$ cat config.mk
export PLATFORM = sky130hd
export DESIGN_NAME = psc_class_flat
export DESIGN_NICKNAME = d
export VERILOG_FILES = /design/src/rtl/psc_pkg.sv /design/src/rtl/psc_out_if.sv /design/src/rtl/psc_class.sv /design/src/flat_wrapper.sv
export SDC_FILE = /design/constraint.sdc
export NUM_CORES = 1
export LEC_CHECK = 0
export ABC_AREA = 1
export BUFFER_PORTS_ARGS = -buffer_cell sky130_fd_sc_hd__buf_2
export CORE_ASPECT_RATIO = 0.5
export CORE_MARGIN = 3
export CORE_UTILIZATION = 35
export CTS_CLUSTER_DIAMETER = 200
export CTS_CLUSTER_SIZE = 40
export DETAILED_ROUTE_END_ITERATION = 6
export GPL_ROUTABILITY_DRIVEN = 0
export PLACE_DENSITY = 0.63
export REMOVE_ABC_BUFFERS = 1
export SKIP_LAST_GASP = 1
export SLEW_MARGIN = 5
export SYNTH_ARGS = -nofsm -noshare
export SYNTH_HDL_FRONTEND = slang
export SYNTH_SLANG_ARGS = --single-unit
export TNS_END_PERCENT = 10
$ cat constraint.sdc
create_clock -name clk_i -period 3.1 [get_ports clk_i]
set_input_delay 0.465 -clock clk_i [delete_from_list [all_inputs] [get_ports clk_i]]
set_output_delay 0.465 -clock clk_i [all_outputs]
set_load 0.005 [all_outputs]
$ cat src/rtl/psc_pkg.sv
package psc_pkg;

  // field widths
  localparam int COORD_W  = 32;
  localparam int NORM_W   = 18;
  localparam int OFFSET_W = 32;
  localparam int RADIUS_W = 31;
  localparam int DIST_W   = 32;
  localparam int FRAC_W   = 16;

  // datapath widths
  localparam int PROD_W  = COORD_W + NORM_W;
  localparam int SUM_W   = PROD_W + 2;
  localparam int SHIFT_W = SUM_W - FRAC_W;
  localparam int WIDE_W  = ((SHIFT_W > OFFSET_W) ? SHIFT_W : OFFSET_W) + 1;

  // 0.01 in Q16.16, rounded to nearest
  localparam logic signed [DIST_W-1:0] EPS_POS = DIST_W'(655);
  localparam logic signed [DIST_W-1:0] EPS_NEG = -EPS_POS;

  localparam logic signed [DIST_W-1:0] DIST_MAX = {1'b0, {(DIST_W-1){1'b1}}};
  localparam logic signed [DIST_W-1:0] DIST_MIN = {1'b1, {(DIST_W-1){1'b0}}};

  // configuration port
  localparam int PADDR_W = 4;
  localparam int PDATA_W = 32;

  localparam logic signed [NORM_W-1:0]   NORMAL_X_RST = '0;
  localparam logic signed [NORM_W-1:0]   NORMAL_Y_RST = NORM_W'(65536);
  localparam logic signed [NORM_W-1:0]   NORMAL_Z_RST = '0;
  localparam logic signed [OFFSET_W-1:0] OFFSET_RST   = '0;

  typedef enum logic [1:0] {
    REG_NORMAL_X     = 2'd0,
    REG_NORMAL_Y     = 2'd1,
    REG_NORMAL_Z     = 2'd2,
    REG_PLANE_OFFSET = 2'd3
  } reg_e;

  typedef enum logic {
    OP_VERTEX = 1'b0,
    OP_SPHERE = 1'b1
  } op_e;

  typedef enum logic [1:0] {
    SIDE_BEHIND   = 2'd0,
    SIDE_FRONT    = 2'd1,
    SIDE_ON       = 2'd2,
    SIDE_STRADDLE = 2'd3
  } side_e;

  typedef struct packed {
    logic signed [NORM_W-1:0]   normal_x;
    logic signed [NORM_W-1:0]   normal_y;
    logic signed [NORM_W-1:0]   normal_z;
    logic signed [OFFSET_W-1:0] plane_offset;
  } cfg_t;

  // per-word control carried down the pipe
  typedef struct packed {
    op_e                 op;
    logic [RADIUS_W-1:0] radius;
    logic                last_vertex;
  } item_ctl_t;

endpackage

$ cat src/rtl/psc_out_if.sv
interface psc_out_if;
  logic                                valid;
  logic                                ready;
  logic        [1:0]                   side;
  logic signed [psc_pkg::DIST_W-1:0]   signed_distance;

  modport source (
    output valid, side, signed_distance,
    input  ready
  );
  modport sink (
    input  valid, side, signed_distance,
    output ready
  );
endinterface

$ cat src/rtl/psc_class.sv
module psc_class (
  input  logic                                clk_i,
  input  logic                                rst_ni,
  input  logic                                valid_i,
  output logic                                ready_o,
  input  psc_pkg::item_ctl_t                  ctl_i,
  input  logic signed [psc_pkg::DIST_W-1:0]   dist_i,
  psc_out_if.source                           out_o
);
  import psc_pkg::*;

  logic                      out_v_q;
  side_e                     side_q;
  logic signed [DIST_W-1:0]  dist_q;
  logic                      behind_q, front_q;

  logic                      fire;
  logic                      behind_now, front_now, behind_all, front_all;
  logic signed [DIST_W:0]    d_ext, abs_d, r_ext;
  logic                      has_res;
  side_e                     side_d;
  logic                      behind_d, front_d;

  assign ready_o = !out_v_q || out_o.ready;
  assign fire    = valid_i && ready_o;

  always_comb begin
    behind_now = dist_i < EPS_NEG;
    front_now  = dist_i > EPS_POS;
    behind_all = behind_q || behind_now;
    front_all  = front_q || front_now;
    d_ext      = (DIST_W+1)'(dist_i);
    abs_d      = dist_i[DIST_W-1] ? -d_ext : d_ext;
    r_ext      = (DIST_W+1)'({1'b0, ctl_i.radius});
    behind_d   = behind_q;
    front_d    = front_q;
    has_res    = 1'b1;
    side_d     = SIDE_ON;
    if (ctl_i.op == OP_SPHERE) begin
      if (abs_d < r_ext) begin
        side_d = SIDE_STRADDLE;
      end else if (d_ext >= r_ext) begin
        side_d = SIDE_FRONT;
      end else begin
        side_d = SIDE_BEHIND;
      end
    end else begin
      has_res = ctl_i.last_vertex;
      if (behind_all && front_all) begin
        side_d = SIDE_STRADDLE;
      end else if (behind_all) begin
        side_d = SIDE_BEHIND;
      end else if (front_all) begin
        side_d = SIDE_FRONT;
      end else begin
        side_d = SIDE_ON;
      end
      // polygon closes on its last vertex
      behind_d = ctl_i.last_vertex ? 1'b0 : behind_all;
      front_d  = ctl_i.last_vertex ? 1'b0 : front_all;
    end
  end

  always_ff @(posedge clk_i or negedge rst_ni) begin
    if (!rst_ni) begin
      out_v_q  <= 1'b0;
      behind_q <= 1'b0;
      front_q  <= 1'b0;
    end else begin
      if (ready_o) begin
        out_v_q <= fire && has_res;
      end
      if (fire) begin
        behind_q <= behind_d;
        front_q  <= front_d;
      end
    end
  end

  always_ff @(posedge clk_i) begin
    if (fire && has_res) begin
      side_q <= side_d;
      dist_q <= dist_i;
    end
  end

  assign out_o.valid           = out_v_q;
  assign out_o.side            = side_q;
  assign out_o.signed_distance = dist_q;

endmodule

$ cat src/flat_wrapper.sv
// flat-port wrapper written by rule: the top's interface ports become plain ports
module psc_class_flat import psc_pkg::*;
  (clk_i, rst_ni, valid_i, ready_o, ctl_i, dist_i, out_o_valid, out_o_side, out_o_signed_distance, out_o_ready);
  psc_out_if out_o_i ();
  input  logic clk_i;
  input  logic rst_ni;
  input  logic valid_i;
  output logic ready_o;
  input  psc_pkg::item_ctl_t ctl_i;
  input  logic signed [psc_pkg::DIST_W-1:0] dist_i;
  output wire logic [$bits(out_o_i.valid)-1:0] out_o_valid;
  output wire logic [$bits(out_o_i.side)-1:0] out_o_side;
  output wire logic [$bits(out_o_i.signed_distance)-1:0] out_o_signed_distance;
  input wire logic [$bits(out_o_i.ready)-1:0] out_o_ready;
  assign out_o_valid = out_o_i.valid;
  assign out_o_side = out_o_i.side;
  assign out_o_signed_distance = out_o_i.signed_distance;
  assign out_o_i.ready = out_o_ready;
  psc_class u_core (.clk_i(clk_i), .rst_ni(rst_ni), .valid_i(valid_i), .ready_o(ready_o), .ctl_i(ctl_i), .dist_i(dist_i), .out_o(out_o_i));
endmodule
==> Word level (Yosys, flattened, before mapping) <==
Cells that the tools add are included.
{ "totals": {"register_bits": 37, "latchBits": 0, "mem_bits_rw": 0, "mem_bits_ro": 0, "input_bits": 69, "out_inout_bits": 36, "elab_cells": 29, "mem_count": 0} }
{ "classes": {"n_addsub": 1, "mul": 0, "n_div": 0, "n_lt_le_gt_ge": 4, "n_eq_ne": 0, "shifts": 0, "n_mux": 10, "bitwise_logic": 1, "reduce_logical": 8} }
{ "op_table": {"columns": ["op", "n"], "rows": [
  ["< comparator 33 x 32 -> 1 bit", 1],
  ["2-to-1 mux 33 bit", 1],
  ["negation 32 -> 33 bit", 1],
  [">= comparator 32 bit", 1],
  ["greater-than comparator 32 x 11 -> 1 bit, second input constant", 1],
  ["< comparator 32 x 11 -> 1 bit, second input constant", 1],
  ["2-to-1 mux 2 bit", 5],
  ["2-to-1 mux 1 bit", 4],
  ["logical AND 1 bit", 3],
  ["logical OR 1 bit", 3],
  ["AND reduction 2 bit", 1],
  ["zero test 1 bit", 1],
  ["inverter 1 bit", 1]
]} }

==> Logic depth before layout (Yosys ltp) <==
Gate-level depths: netlist (run 1).
{ "depth": {"word_depth": 6, "mapped_depth": 21, "ltp_nobuf": 21} }

==> Worst setup path after synthesis (run 1) <==
Ideal clock, no wire load.
{ "synth_timing": {"kind": "in2reg", "from": "input dist_i[0] (netlist name)", "to": "register u_core.side_q[0], in the netlist u_core.out_o.side[0] (data pin)", "setup_ns": 0.253, "t_arrival_ns": 2.585, "required_time_ns": 2.847, "slack_ns": 0.262, "cell_stages": 20, "path_buffers": 0, "path_cell_list": "inv_1 ha_1 nand3_2 nor2_4 nand4_4 nor3_4 nand2_1 nand2_2 o21ai_1 nand2_1 nand2_1 ha_1 nand2_1 nor3_1 a21boi_0 nor2_1 nand2_1 nand2_1 nor2_1 nor2_1"} }
{ "synth_between": {"elab_chain_len": 6, "elab_cells_between_ends": 15, "classes_between": "add/sub: 1; order compare: 4; mux: 7; reduce/logical: 3"} }
{ "synth_lines": {"columns": ["item", "line", "source"], "rows": [
  ["start, declared", "flat_wrapper.sv:10", "input logic signed [psc_pkg::DIST_W-1:0] dist_i;"],
  ["parallel branches: the longest is 5 deep, another holds negation 32 -> 33 bit", null, null],
  ["2-to-1 mux 2 bit *", "psc_class.sv:39", "if (ctl_i.op == OP_SPHERE) begin"],
  ["net u_core.side_d[0]", "psc_class.sv:21", "side_e side_d;"],
  ["end signal, assigned", "psc_class.sv:82", "side_q <= side_d;"],
  ["end, declared", "psc_class.sv:13", "side_e side_q;"]
]} }
Mark *: on every way through the listed nets, which the timed path passes.
A chain may end at the register's enable or synchronous reset.

==> Worst setup path after layout (run 1) <==
Ends and elaborated chain as after synthesis.

==> results of run 1 <==
[report_power, final]
| part | leakage (nW) | switching, mW | internal (mW) |
|---|---|---|---|
| clock | 0.0706 | 0.212 | 0.296 |
| sequential | 0.359 | 0.0105 | 0.585 |
| combinational | 2.02 | 0.293 | 0.204 |
| total | 2.45 | 0.515 | 1.09 |
[sequential cells by signal (all words and copies together) (netlist names)]
register                      count
u_core.behind_q                   1
u_core.front_q                    1
u_core.out_o.side                 2
u_core.out_o.signed_distance     32
u_core.out_o.valid                1
[what timing repair did]
item	in CTS	in global routing
resized for setup	0	4
buffers inserted	0	0
endpoints found under the hold margin	3	0
hold buffers	1	0
setup endpoints to repair	0	1
[routing by layer]
metal  vias up  track usage (%)  share of wire [%]
met5         -                0                  0
met4         0             3.56               0.75
met3         7             3.92                7.4
met2        95             25.9                 42
met1      1584             24.9                 50
li1       1849                -                  -
[path summary, 6_finish.rpt]
path	end	slack [ns]	depth (start not counted)
hold reg to reg	u_core.out_o.valid$_DFFE_PN0N_	0.54	2
setup / recovery	u_core.out_o.side[0]$_DFFE_PP_	0.27	21
min in group asynchronous	u_core.out_o.valid$_DFFE_PN0N_	0.50	2
max in group asynchronous	u_core.behind_q$_DFFE_PN0P_	2.49	2
hold / removal	u_core.out_o.signed_distance[0]$_DFFE_PP_	0.37	1
setup reg to reg	u_core.out_o.signed_distance[0]$_DFFE_PP_	1.56	4
[per-stage QoR]
stage | util, % | instances | setup WS (ns) | area (µm²) | hold WS [ns]
3_5_place_dp | 44.6 | 738 | -0.0289 | 4610 | 0.269
6_report | 46.1 | 747 | 0.265 | 4770 | 0.373
3_3_place_gp | 44.6 | 738 | 0.00741 | 4610 | 0.266
2_1_floorplan | - | 473 | 0.270 | 3750 | 0.169
4_1_cts | 46.0 | 747 | 0.268 | 4760 | 0.368
5_1_grt | 46.1 | 747 | 0.0228 | 4770 | 0.374
[final cells by class]
cell class / count / area [µm²]
multi-input cells: 366 / 2410
inverters: 70 / 263
fillers: 1070 / 5570
clock inverters: 2 / 10.0
flip-flops and latches: 37 / 1100
well taps: 140 / 175
repair buffers: 126 / 688
clock buffers: 6 / 129
[cells in the final DEF (no fill, tap or decap), types with 3 or more instances in the layout]
| cell type | synthesis | layout |
|---|---|---|
| nand2_1 | 107 | 107 |
| buf_2 | 0 | 104 |
| ha_1 | 63 | 63 |
| inv_1 | 62 | 62 |
| nor2_1 | 52 | 49 |
| a21oi_1 | 34 | 34 |
| edfxtp_1 | 34 | 34 |
| xor2_1 | 21 | 21 |
| buf_4 | 0 | 21 |
| nand3_1 | 19 | 19 |
| o21ai_0 | 12 | 12 |
| nand4_1 | 9 | 9 |
| inv_2 | 8 | 8 |
| nor2_2 | 6 | 8 |
| xnor2_1 | 7 | 7 |
| nor2_4 | 4 | 5 |
| clkbuf_16 | 0 | 5 |
| o21a_1 | 4 | 4 |
| nand3_2 | 3 | 3 |
| dfrtp_1 | 3 | 3 |
[logic make-up (layout without fill, tap and decap cells)]
| family | after synthesis | in the layout | synth area share (%) |
|---|---|---|---|
| simple gates | 214 | 214 | 26.9 |
| buf+inv | 73 | 204 | 7.28 |
| fa+ha+maj | 63 | 63 | 21.0 |
| compound gates | 61 | 61 | 9.24 |
| flops | 37 | 37 | 29.1 |
| xor+xnor | 28 | 28 | 6.52 |
==> results by group, run 1 <==
Status
  • Outcome: finished clean

Yosys
  • Post-synthesis sequential area ratio: 29.1%
  • Synth top area cells: edfxtp_1 27%, ha_1 21%, nand2_1 11%
  • Synthesized area per cell: 7.90 µm²
  • Area leader, netlist: edfxtp_1
  • Seq cells post-synth: 37
  • Distinct cell type count after synthesis: 36
  • Synth Flop Type: edfxtp_1
  • Fraction of synthesized cell area taken by the top area cell type: 27.1%
  • Synth top cells by count: 107 x nand2_1, 63 x ha_1, 62 x inv_1
  • Mapped Area: 3760 µm²
  • Ys Warns: 0
  • Top-count cell post-synth: nand2_1
  • Synth async-reset ratio: 8.11%
  • EDFF count, synth: 34
  • Syn Inst Count: 476

Floorplan
  • CORE AREA: 10,300 µm²
  • Die Ht: 79.3 µm
  • Starting density of the core: 36.4%
  • Die area: 12,100 µm²
  • # IOs: 105
  • Die Width: 153 µm
  • Row cnt: 26

Global route
  • Pin count of the biggest net entering global routing: 35
  • Vias in the first global route: 3,394
  • Grt total ovfl: 0
  • GRT Resource Usage Total: 17.1%
  • First-pass GRT wire length: 16,700 µm
  • Initial antenna violation count: 0

Clock network
  • Clock sink count: 37
  • Longest Clk Path Bufs: 2
  • Maximum level of the CTS H-tree: 2
  • Inserted Clock Buffers: 5
  • CTS tree: yes
  • Clk pin slew, worst setup/hold paths: 0.06 ns
  • Clk_lat worst skew: 0.29 ns
  • Root Buffer: clkbuf_16

Placement
  • Port bufs: 104
  • Dpl hpwl: 8370 µm

Cells and area
  • Ant. Diodes: 0
  • Layout cell share with drive strength beyond 1: 27.5%
  • Area growth from synthesis to layout: 26.8%
  • Nets@finish: 738

Timing
  • Tcrit/Tclk final: 91.4%
  • Highest Clock Rate: 353 MHz
  • RSZ-0062 raised after global routing: no
  • Setup-failing EPs final: 0
  • Max_slew headroom: 65.1%
  • Worst Skew: 0.00538 ns
  • Setup TNS: 0 ns
  • Fin. Hold Viols: 0
  • Least-Margin Pin Slew: 0.524 ns
  • Final slew viol count: 0
  • Final min period: 2.83 ns

Setup path
  • Reg2Reg Launch Point: u_core.out_o.valid$_DFFE_PN0N_
  • Crit. End Element: flop
  • Startpoint types: primary input
  • Critical path origin: dist_i[0]
  • Crit path arrival time: 2.88 ns
  • Highest cell delay on the worst timing path: 0.31 ns
  • WP buf/inv: 4
  • Class of the most critical setup path: in2reg
  • Critical path peak fanout: 3
  • CP max stage cell: ha_1
  • WP data required: 3.15 ns
  • Critical-path cell list: buf_2 > inv_1 > ha_1 > nand3_2 > nor2_4 > nand4_4 > buf_4 > o31ai_1 > xor2_1 > ha_1 > nand2_1 > nor2_1 > inv_1 > a21oi_1 > nor2_1 > nand3_1 > nand2_1 > nand2_1 > nand2_1 > nor2_1 > nor2_1
  • Largest delay contributor family on the critical path: simple AND/OR/NAND/NOR gates

Drt
  • Via count of the routed design: 3,535
  • Total Wirelength: 10,300 µm
  • WL/cell: 13.8 µm
  • DRC: 0
  • Vias per Instance: 4.73
  • DR pass1 iterations: 4
  • ANT nets after route: 0
  • Initial drt markers: 193

Hold path
  • Hold/Removal Path Class: in2reg
  • Hold path startpoint: dist_i[0]

Power and ir drop
  • Pleak: 2.45 nW
  • Final Power: 1.60 mW
  • Pwr Density: 335 nW/µm²
  • VDD IR max: 0.142 mV

Flow run
  • Max Cap Viol: 0
No activity file was read; power rests on OpenSTA's default activity.
==> run 2, diff against run 1 <==
ABC_AREA = default   (was 1)
PLACE_DENSITY = 0.64   (was 0.63)
==> run 2 against run 1 <==
  * The run now ends with setup timing left
  * Clock power increased by 1%
  * Die area decreased by 6.8%
  * Clock skew about the same
  * Largest cell class unchanged
  * Wire length decreased by 3.2%
  * Highest routed layer unchanged
  * Critical path depth decreased by 4
  * Worst hold slack improved by 0.0060 ns
  * Total power increased by 1.3%
  * Sequential power increased by 1%
  * Non-clock buffer count increased by 39
==> results by group, run 2 <==
Status
  • Outcome: complete, but fails checks
  • Failing checks: setup timing

Yosys
  • Post-synthesis sequential area ratio: 31.4% (+2.3 points)
  • Distinct cell type count after synthesis: 46 (+28%)
  • Synth async-reset ratio: 8.11% (unchanged)
  • Fraction of synthesized cell area taken by the top area cell type: 29.2% (+2.1 points)
  • Synthesized area per cell: 9.49 µm² (+20%)
  • Area leader, netlist: edfxtp_1
  • Synth Flop Type: edfxtp_1
  • Seq cells post-synth: 37 (unchanged)
  • Syn Inst Count: 368 (-23%)
  • Top-count cell post-synth: ha_1
  • Ys Warns: 0 (unchanged)
  • Mapped Area: 3490 µm² (-7.2%)
  • Synth top cells by count: 63 x ha_1, 39 x inv_1, 34 x edfxtp_1
  • Synth top area cells: edfxtp_1 29%, ha_1 23%, xnor2_1 7.0%
  • EDFF count, synth: 34 (unchanged)

Global route
  • Vias in the first global route: 3,348 (-1.4%)
  • GRT met3 Usage: 3.21% (-0.71 points)
  • Grt total ovfl: 0 (unchanged)
  • Met2 Track Usage GR: 29.3% (+3.4 points)
  • Initial antenna violation count: 0 (unchanged)
  • Met1 Resource Use GR: 24.9% (about the same)
  • Layer with the highest usage: met2
  • First-pass GRT wire length: 16,500 µm (-1.2%)
  • Pin count of the biggest net entering global routing: 28 (-20%)
  • GRT Resource Usage Total: 17.9% (+0.81 points)

Floorplan
  • Starting density of the core: 36.5% (+0.10 points)
  • Die area: 11,300 µm² (-6.8%)
  • Row cnt: 25 (-3.8%)
  • Die Width: 147 µm (-3.5%)
  • Die Ht: 76.6 µm (-3.4%)
  • # IOs: 105 (unchanged)
  • CORE AREA: 9570 µm² (-7.5%)

Cells and area
  • Most common cell after layout, fill and taps aside: buf_2
  • Final Instance Area: 4840 µm² (+1.4%)
  • Ant. Diodes: 0 (unchanged)
  • Layout cell share with drive strength beyond 1: 36.1% (+8.6 points)
  • # fillers: 935 (-13%)
  • Number of flip-flops in the largest register: 32 (unchanged)
  • Nets@finish: 666 (-9.8%)
  • Final Core Density: 50.5% (+4.4 points)
  • Area growth from synthesis to layout: 38.6%
  • Most frequent cells in the layout: 101 x buf_2, 62 x ha_1, 60 x buf_4

Timing
  • Fin. Hold Viols: 0 (unchanged)
  • Max_slew headroom: 67.1% (+2.0 points)
  • Highest Clock Rate: 281 MHz (-20%)
  • Final min period: 3.56 ns (+0.724 ns)
  • Setup TNS: -0.901 ns (-0.901 ns)
  • RSZ-0062 raised after global routing: yes
  • Setup ws final: -0.459 ns (-0.724 ns)
  • Worst Skew: 0.00558 ns (+0.000196 ns)
  • Least-Margin Pin Slew: 0.494 ns (-0.0300 ns)
  • Setup-failing EPs final: 2 (+2)
  • Tcrit/Tclk final: 115% (+23 points)
  • Final slew viol count: 0 (unchanged)

Power and ir drop
  • Final Power: 1.62 mW (+1.3%)
  • VDD IR max: 0.176 mV (+24%)
  • Pleak: 2.27 nW (-7.5%)
  • Pwr Density: 335 nW/µm² (-0.12%)

Placement
  • Port bufs: 104 (unchanged)
  • Dpl hpwl: 8170 µm (-2.4%)
  • Placed Area: 4590 µm² (-0.57%)

Setup path
  • Critical path origin: dist_i[0]
  • RR Endpoint: u_core.out_o.signed_distance[31]$_DFFE_PP_
  • Reg-to-reg setup timing slack: 1.47 ns (-0.09 ns)
  • Worst setup path endpoint: u_core.out_o.side[1]$_DFFE_PP_
  • WP data required: 3.13 ns (-0.02 ns)
  • Startpoint types: primary input
  • Crit. End Element: flop
  • Critical path peak fanout: 4 (+1)
  • Worst Reg-to-Reg Cells: 4 (unchanged)
  • Crit path arrival time: 3.58 ns (+0.70 ns)
  • Class of the most critical setup path: in2reg
  • Reg2Reg Launch Point: u_core.out_o.valid$_DFFE_PN0N_

Drt
  • DR pass1 iterations: 5 (+1)
  • DRC: 0 (unchanged)
  • Vias per Instance: 4.96 (+4.7%)
  • Total Wirelength: 10000 µm (-3.2%)
  • ANT nets after route: 0 (unchanged)
  • WL/cell: 14.9 µm (+7.9%)
  • Via count of the routed design: 3,321 (-6.1%)
  • Initial drt markers: 188 (-2.6%)

Clock network
  • Inserted Clock Buffers: 5 (unchanged)
  • Root Buffer: clkbuf_16
  • Clk pin slew, worst setup/hold paths: 0.06 ns (about the same)
  • CTS tree: yes
  • Clk_lat worst skew: 0.29 ns (about the same)
  • Longest Clk Path Bufs: 2 (unchanged)
  • Clock sink count: 37 (unchanged)
  • Maximum level of the CTS H-tree: 2 (unchanged)

Flow run
  • Max Cap Viol: 0 (unchanged)

Hold path
  • Hold/Removal Path Class: in2reg
-- run 2: cell types whose count changed in the layout (fill, tap and decap cells not counted), moves of 9 or more --
cell     change
inv_1       -25
nor2_1      -36
xor2_1      -20
buf_4       +39
nand2_1     -78
nand3_1     -11
xnor2_1     +21
o31ai_1      +9
-- run 2: layer usage --
layer / vias to the layer above / share of wire, % / routed length, µm
li1: 1708 / - / -
met4: 0 / 0.78 / 78
met5: - / 0 / 0
met2: 67 / 45 / 4500
met3: 6 / 4.3 / 429
met1: 1540 / 50 / 4980
-- run 2: power by group --
part | internal [mW] | leakage, nW | switching [mW]
Sequential | 0.588 | 0.357 | 0.0141
Clock | 0.295 | 0.0696 | 0.219
Combinational | 0.239 | 1.84 | 0.266
-- run 2: timing repair --
item                                    in CTS  in global routing
endpoints found under the setup margin       2                  2
resized for setup                           13                  5
hold buffers                                 1                  0
pin swaps                                   13                 10
buffers inserted                             2                  1
hold endpoints to repair                     3                  0
-- run 2: worst min-delay path by stage --
stage	start	to	slack (ns)	cells after the start
floorplan	rst_ni	u_core.behind_q$_DFFE_PN0P_	0.17	0
detailed placement	rst_ni	u_core.out_o.valid$_DFFE_PN0N_	0.26	1
finish	ctl_i[0]	u_core.behind_q$_DFFE_PN0P_	0.38	2
global placement	rst_ni	u_core.out_o.valid$_DFFE_PN0N_	0.26	1
global route	ctl_i[0]	u_core.behind_q$_DFFE_PN0P_	0.39	2
CTS	ctl_i[0]	u_core.behind_q$_DFFE_PN0P_	0.37	2
-- run 2: per-stage QoR --
stage	worst slack [ns]	hold WS (ns)	cells
4_1_cts	-0.488	0.374	669
3_3_place_gp	-0.811	0.261	658
3_5_place_dp	-1.01	0.263	658
2_1_floorplan	-0.447	0.169	362
6_report	-0.459	0.379	670
5_1_grt	-0.642	0.386	670
-- run 2: cells by family after synthesis --
logic type                 share of synthesized area (%)
AOI/OAI and AO/OA                                   15.7
xor gates and xnor gates                            7.28
adders and majority gates                           22.6
DFF                                                 31.4
and+or+nand+nor                                     17.4
muxes                                              0.645
buffers and inverters                               5.05
-- run 2: layout make-up --
cell class                      count  area (µm²)  share of cell area (%)
Multi-Input combinational cell    286        2270                    47.0
Sequential cell                    37        1100                    22.7
Timing Repair Buffer              165        1000                    20.7
Tap cell                          135         169                    3.49
Inverter                           39         151                    3.13
Clock buffer                        5         125                    2.59
Clock inverter                      3        17.5                   0.362
-- run 2: critical path, stage by stage --
cell and delay, ns:
buf_8 0.10, inv_4 0.05, ha_4 0.12, or3b_4 0.39, nor4_2 0.22, buf_4 0.17
nand3_2 0.06, or2_4 0.27, o41ai_4 0.24, xnor2_1 0.12, ha_1 0.30, nand4_1 0.13
nor3_2 0.25, nand4_1 0.15, a2111o_1 0.39, o211ai_2 0.08, o22ai_1 0.09
